$ cat config.mk
export PLATFORM = sky130hd
export DESIGN_NAME = bpcr_div_pipe
export DESIGN_NICKNAME = d
export VERILOG_FILES = /design/src/hw/rtl/bpcr_pkg.sv /design/src/hw/rtl/bpcr_div_pipe.sv
export SDC_FILE = /design/constraint.sdc
export NUM_CORES = 2
export LEC_CHECK = 0
export ABC_AREA = 1
export BUFFER_PORTS_ARGS = -buffer_cell sky130_fd_sc_hd__buf_2
export CAP_MARGIN = 20
export CELL_PAD_IN_SITES_DETAIL_PLACEMENT = 1
export CELL_PAD_IN_SITES_GLOBAL_PLACEMENT = 1
export CORE_MARGIN = 4
export CORE_UTILIZATION = 44
export CTS_BUF_LIST = sky130_fd_sc_hd__clkbuf_8 sky130_fd_sc_hd__clkbuf_16
export CTS_CLUSTER_DIAMETER = 120
export DETAILED_ROUTE_END_ITERATION = 7
export PLACE_DENSITY = 0.81
export SLEW_MARGIN = 20
export SYNTH_ARGS = -nofsm -noshare
export SYNTH_HDL_FRONTEND = slang
export SYNTH_SLANG_ARGS = --single-unit
$ cat constraint.sdc
create_clock -name clk_i -period 2.54 [get_ports clk_i]
set_clock_uncertainty 0.15 [all_clocks]
set_input_delay 0.254 -clock clk_i [delete_from_list [all_inputs] [get_ports clk_i]]
set_output_delay 0.254 -clock clk_i [all_outputs]
set_load 0.05 [all_outputs]
$ cat src/hw/rtl/bpcr_pkg.sv
package bpcr_pkg;

  localparam int DEF_FRACTION_BITS = 8;

  localparam int POS_W  = 20;
  localparam int SIZE_W = 19;
  localparam int VEL_W  = 16;
  localparam int IM_W   = 12;
  localparam int REST_W = 9;
  localparam int CFG_W  = 12;
  localparam int IDX_W  = 2;

  // configuration register indexes
  localparam logic [IDX_W-1:0] CFG_FIRST_IM  = 2'd0;
  localparam logic [IDX_W-1:0] CFG_SECOND_IM = 2'd1;
  localparam logic [IDX_W-1:0] CFG_REST      = 2'd2;

  localparam logic [IM_W-1:0]   IM_RESET   = 12'd256;
  localparam logic [REST_W-1:0] REST_RESET = 9'd243;
  localparam logic [REST_W-1:0] REST_ONE   = 9'd256;

  // contact normal codes
  localparam logic [1:0] DIR_PX = 2'd0;
  localparam logic [1:0] DIR_NX = 2'd1;
  localparam logic [1:0] DIR_PY = 2'd2;
  localparam logic [1:0] DIR_NY = 2'd3;

  // quotient bits of the divide units, velocity and correction deltas stay below 2^17
  localparam int QUO_W  = 18;
  localparam int VNUM_W = 40;
  localparam int VDEN_W = 21;
  localparam int CNUM_W = 32;
  localparam int CDEN_W = 16;

  typedef struct packed {
    logic signed [POS_W-1:0] x;
    logic signed [POS_W-1:0] y;
    logic        [SIZE_W-1:0] w;
    logic        [SIZE_W-1:0] h;
    logic signed [VEL_W-1:0] vx;
    logic signed [VEL_W-1:0] vy;
  } body_t;

  typedef struct packed {
    logic signed [POS_W-1:0] x;
    logic signed [POS_W-1:0] y;
    logic signed [VEL_W-1:0] vx;
    logic signed [VEL_W-1:0] vy;
  } kin_t;

  typedef struct packed {
    logic              contact;
    logic [1:0]        dir;
    logic              ax;
    logic              neg;
    logic [SIZE_W-1:0] pen;
    logic              do_res;
  } ctl_t;

  typedef struct packed {
    kin_t a;
    kin_t b;
    ctl_t ctl;
  } side_t;

  function automatic logic signed [VEL_W-1:0] sat_vel(input logic signed [19:0] v);
    logic signed [VEL_W-1:0] r;
    if (v > 20'sd32767) r = 16'sh7fff;
    else if (v < -20'sd32768) r = 16'sh8000;
    else r = v[VEL_W-1:0];
    return r;
  endfunction

  function automatic logic signed [POS_W-1:0] sat_pos(input logic signed [21:0] v);
    logic signed [POS_W-1:0] r;
    if (v > 22'sd524287) r = 20'sh7ffff;
    else if (v < -22'sd524288) r = 20'sh80000;
    else r = v[POS_W-1:0];
    return r;
  endfunction

endpackage

$ cat src/hw/rtl/bpcr_div_pipe.sv
module bpcr_div_pipe
  import bpcr_pkg::*;
#(
  parameter int NW = 40,
  parameter int DW = 21,
  parameter int QW = 18
) (
  input  logic          clk_i,
  input  logic [QW-1:0] en_i,
  input  logic [NW-1:0] num_i,
  input  logic [DW-1:0] den_i,
  output logic [QW-1:0] quo_o
);

  // restoring divide, one quotient bit per stage, msb first
  logic [NW-1:0] rem_q [QW];
  logic [QW-1:0] quo_q [QW];
  logic [NW-1:0] rin   [QW];
  logic [QW-1:0] qin   [QW];
  logic [NW-1:0] den_ext;

  assign den_ext = NW'(den_i);

  for (genvar j = 0; j < QW; j++) begin : g_stage
    localparam int K = QW - 1 - j;
    logic ge;
    if (j == 0) begin : g_first
      assign rin[j] = num_i;
      assign qin[j] = '0;
    end else begin : g_next
      assign rin[j] = rem_q[j-1];
      assign qin[j] = quo_q[j-1];
    end
    assign ge = (rin[j] >> K) >= den_ext;
    always_ff @(posedge clk_i) begin
      if (en_i[j]) begin
        rem_q[j] <= ge ? rin[j] - (den_ext << K) : rin[j];
        quo_q[j] <= qin[j] | (QW'(ge) << K);
      end
    end
  end

  assign quo_o = quo_q[QW-1];

endmodule

==> results.toml, run 1 <==
[timing]
grt-worst-endpoint = "rem_q[5][17]$_DFFE_PP_/D"
endpoint_type = "sequential cell input"

[floorplan]
rows = 137
die_w_um = 384
fp.dieH_um = 384
pin_count = 98
initial_core_util_pct = 44.4

[synthesis]
syn_area_per_cell_sq_um = 7.42
synth.yosys.seq_area_share_pct = 41.1
synth-edff-count = 851
netlist_area_sq_um = 62200
synth_area_leaders = "edfxtp_1, nand2_1, ha_1, inv_1, nor2_1"
ys_async_sr_fraction_pct = 0
syn-num-nets = 8856
synthDominantCellAreaShare_pct = 41.1
ys_ff_latch = 851
yosysTopAreaCell = "edfxtp_1"
synth_cell_types = 49
syn-instance-count = 8381
yosysWarnings = 0
dominantRegCellSynth = "edfxtp_1"

[placement]
place_congestion = 0.975
postPlaceCellArea_sq_um = 76300
dp_hpwl_um = 216000
io_buffer_count = 97
placedCellCount = 11700

[cts]
cts-buffers-inserted = 100
cts-root-buf = "clkbuf_16"
max-clock-path-buffers = 3
cts_sinks = 851
h-tree-depth = 3

[global_routing]
grt_use_total_pct = 79.2
grt_max_degree = 57
grt_overflow = 373
antenna_found_initial = 81

[status]
stop_stage = "global routing"
stop_error = "[ERROR GRT-0232] Routing congestion too high. Check the congestion heatmap in the GUI."
status = "aborted with a tool error"
## synth_stat cells (14+ instances only)
master / instances
a21oi_1: 472
and2_1: 15
ha_1: 378
nand2_1: 2907
xnor2_1: 148
nand3_1: 479
xor2_1: 106
o21ai_2: 35
nand4_1: 197
o21ai_0: 364
nor4_1: 14
edfxtp_1: 851
o21ai_1: 35
nand3b_1: 47
fa_1: 17
o21bai_1: 18
nor2_1: 791
nor3_1: 114
buf_2: 43
inv_1: 1192
nor2_2: 15
buf_6: 20
## metal layers
layer / global-route usage (%) / overflow
met5: 41.3 / 3
met4: 80.0 / 166
met3: 68.4 / 14
met2: 93.9 / 185
met1: 76.5 / 5
## per-stage QoR
step	utilization, %	worst slack, ns	hold WS (ns)
4_1_cts	59.4	-0.0247	0.00148
3_5_place_dp	54.5	-0.664	0.255
3_3_place_gp	54.5	-0.554	0.250
2_1_floorplan	-	-0.00569	0.203
## repair_timing
action / CTS
cloned: 9
endpoints found under the setup margin: 436
setup buffers: 81
resized for setup: 464
hold buffers: 51
endpoints found under the hold margin: 459
pin swaps: 79
## cell families after synthesis
group | count (synthesis) | synth area share (%)
AOI/OAI and AO/OA | 965 | 8.25
xor gates and xnor gates | 254 | 3.58
and+or+nand+nor | 4633 | 30.8
adders and majority gates | 395 | 8.15
DFF | 851 | 41.1
buffers and inverters | 1283 | 8.15
==> run 2, diff against run 1 <==
- CELL_PAD_IN_SITES_DETAIL_PLACEMENT: 1 -> default
- CELL_PAD_IN_SITES_GLOBAL_PLACEMENT: 1 -> default
- CORE_UTILIZATION: 44 -> 40
- CTS_BUF_LIST: sky130_fd_sc_hd__clkbuf_8 sky130_fd_sc_hd__clkbuf_16 -> default
- CTS_CLUSTER_DIAMETER: 120 -> default
- PLACE_DENSITY: 0.81 -> default
- PLACE_DENSITY_LB_ADDON: default -> 0.15
- clock period: 2.54 -> 3.3 ns (I/O delays scaled with it)
==> results.toml, run 2 <==
[worst_setup_path]
startpoint_type = "register"
endpoint = "rem_q[11][11]"
cp_cell_sequence = "ha_1, nand2_1, inv_1, nand2_1, nor3_1, nand4_1, nand2_1, inv_1, nand2_4, inv_2, buf_12, o21ai_0"
timing.rr.start = "rem_q[10][16]"
r2r-end = "rem_q[11][11]"
slowest_stage = "edfxtp_1"
crit_start = "rem_q[10][16]"
arrival_ns = 3.30
crit_path_max_fanout = 39
endpoint_kind = "register"
r2r_cells = 12
critPathKind = "reg -> reg"
slowest_delay_ns = 0.44
cp_common_cell = "nand2_1"
r2r_slack_ns = 0.30
crit_required_ns = 3.60

[cts]
h-tree-depth = 3
clock_latency_ns = 0.72
cts_tree = "done"
cts-buffers-inserted = 99
clk_pin_slew_ns = 0.06
cts_sinks = 851
cts_resized = 0
max-clock-path-buffers = 3
cts-root-buf = "clkbuf_16"

[layout]
final_common_cell = "nand2_1"
largest_reg_flops = 680
top_register = "rem_q"
mostFrequentLayoutCells = "nand2_1, inv_1, edfxtp_1"
final_nets = 9191
reg_top3 = "rem_q x680, quo_q x171"
final_util_pct = 45.6
fillers = 15700
synthToLayoutAreaGrowth_pct = 13.0
drive_above_1_share_pct = 6.24
n_antenna_cell = 0

[synthesis]
yosysWarnings = 0
yosysTopAreaCell = "edfxtp_1"
synth.yosys.seq_area_share_pct = 41.1
syn-num-nets = 8856
synth_area_leaders = "edfxtp_1, nand2_1, ha_1, inv_1, nor2_1"
synth-edff-count = 851
dominantRegCellSynth = "edfxtp_1"
synthDominantCellAreaShare_pct = 41.1
syn_area_per_cell_sq_um = 7.42
netlist_area_sq_um = 62200
ys_ff_latch = 851
synth_cell_types = 49
yosysMostFrequentCell = "nand2_1"
synthTopCellsByCount = "nand2_1, inv_1, edfxtp_1, nor2_1, nand3_1"
syn-instance-count = 8381
ys_async_sr_fraction_pct = 0

[worst_hold_path]
hold_class = "in -> reg"
min_delay_path_depth = 1

[power]
finalPower_mw = 55.8
irDropWorstVdd_uv = 440
power_density_nw_per_um2 = 794
leakage_nw = 31.8

[global_routing]
grt_overflow = 0
grt_pass1_wl_um = 317000
grt_pass1_vias = 53200
antenna_found_initial = 9
grt_use_total_pct = 25.4
grt_max_degree = 57

[placement]
io_buffer_count = 97
dp_hpwl_um = 169000
place_congestion = 0.974

[timing]
hold_viol = 0
worstMarginPinSlew_ns = 1.07
rsz0062_at_grt = "no"
slew_violations = 0
slew_headroom_pct = 28.7
setup_viol = 0
max_freq_ghz = 0.333
period_needed_ns = 3.00
finalCritPeriodShare_pct = 90.9

[route]
ant_nets = 0
drt-initial-drc-count = 4801
routedWlPerCell_um = 19.5
route.detailed.drc = 0
via_per_inst = 5.21
wl_um = 211000
vias = 56500
firstDrtPassIters = 6

[status]
status = "complete, no violations"

[floorplan]
rows = 144
fp.dieH_um = 402
pin_count = 98
core_area_sq_um = 154000
initial_core_util_pct = 40.3
die_w_um = 402
die-area_sq_um = 162000

[run]
drv_cap = 0
run 2: cell counts after synthesis:
Identical to the previous run, type by type.
run 2: per-stage QoR:
step,setup TNS [ns],cells,setup slack (ns),cell area [sq um],hold slack [ns]
finish,0,10800,0.301,70300,0.0973
CTS,0,10800,0.328,70200,0.0492
global route,0,10800,0.101,70300,0.0881
global placement,-1.58,10600,-0.106,66300,0.251
detailed placement,-1.93,10600,-0.141,66300,0.255
floorplan,0,8381,0.549,62200,0.250
run 2: logic make-up after synthesis:
group | Yosys count | share of synthesized area [%]
flops | 851 | 41.1
xor+xnor | 254 | 3.58
simple gates | 4633 | 30.8
compound gates | 965 | 8.25
buf+inv | 1283 | 8.15
fa+ha+maj | 395 | 8.15
run 2: what timing repair did:
| action | in CTS | in global routing |
|---|---|---|
| endpoints found under the setup margin | 0 | 0 |
| endpoints found under the hold margin | 145 | 46 |
| hold buffers | 47 | 4 |
| setup buffers | 0 | 0 |
run 2: per-layer routing:
metal | up-vias | share of wire, % | GRT usage (%)
li1 | 28200 | - | -
met1 | 26200 | 47 | 36.4
met2 | 1727 | 44 | 40.6
met3 | 299 | 5.9 | 3.07
met4 | 10 | 2.8 | 6.75
met5 | - | 0.031 | 0
run 2: how the worst min path moves through the flow:
stage,from,to,slack (ns)
6_report,en_i[4],rem_q[4][35],0.1
5_1_grt,en_i[4],rem_q[4][37],0.09
4_1_cts,en_i[4],rem_q[4][14],0.05
3_5_place_dp,quo_q[10][9],quo_q[11][9],0.25
3_3_place_gp,quo_q[11][11],quo_q[12][11],0.25
2_1_floorplan,quo_q[9][10],quo_q[10][10],0.25
run 2: cell type report:
cell class	instances	area, sq um	share of cell area [%]
multi-input cells	6247	31600	44.9
flip-flops and latches	851	25600	36.4
inverters	1202	4510	6.42
repair buffers	315	2690	3.83
clock buffers	112	2570	3.66
well taps	2044	2560	3.64
clock inverters	74	808	1.15
run 2: worst max-delay path, delay by kind of cell (launching register included):
family	cells	cell delay, ns
DFF	1	0.44
and+or+nand+nor	6	1.01
buffers and inverters	4	0.36
AOI/OAI and AO/OA	1	0.38
adders and majority gates	1	0.38
run 2: power breakdown:
part	internal [mW]	switching, mW
logic	8.99	17.2
registers	15.8	2.46
clock network	6.60	4.79
total	31.4	24.4
Note: power is estimated with default switching activity, not from simulation.
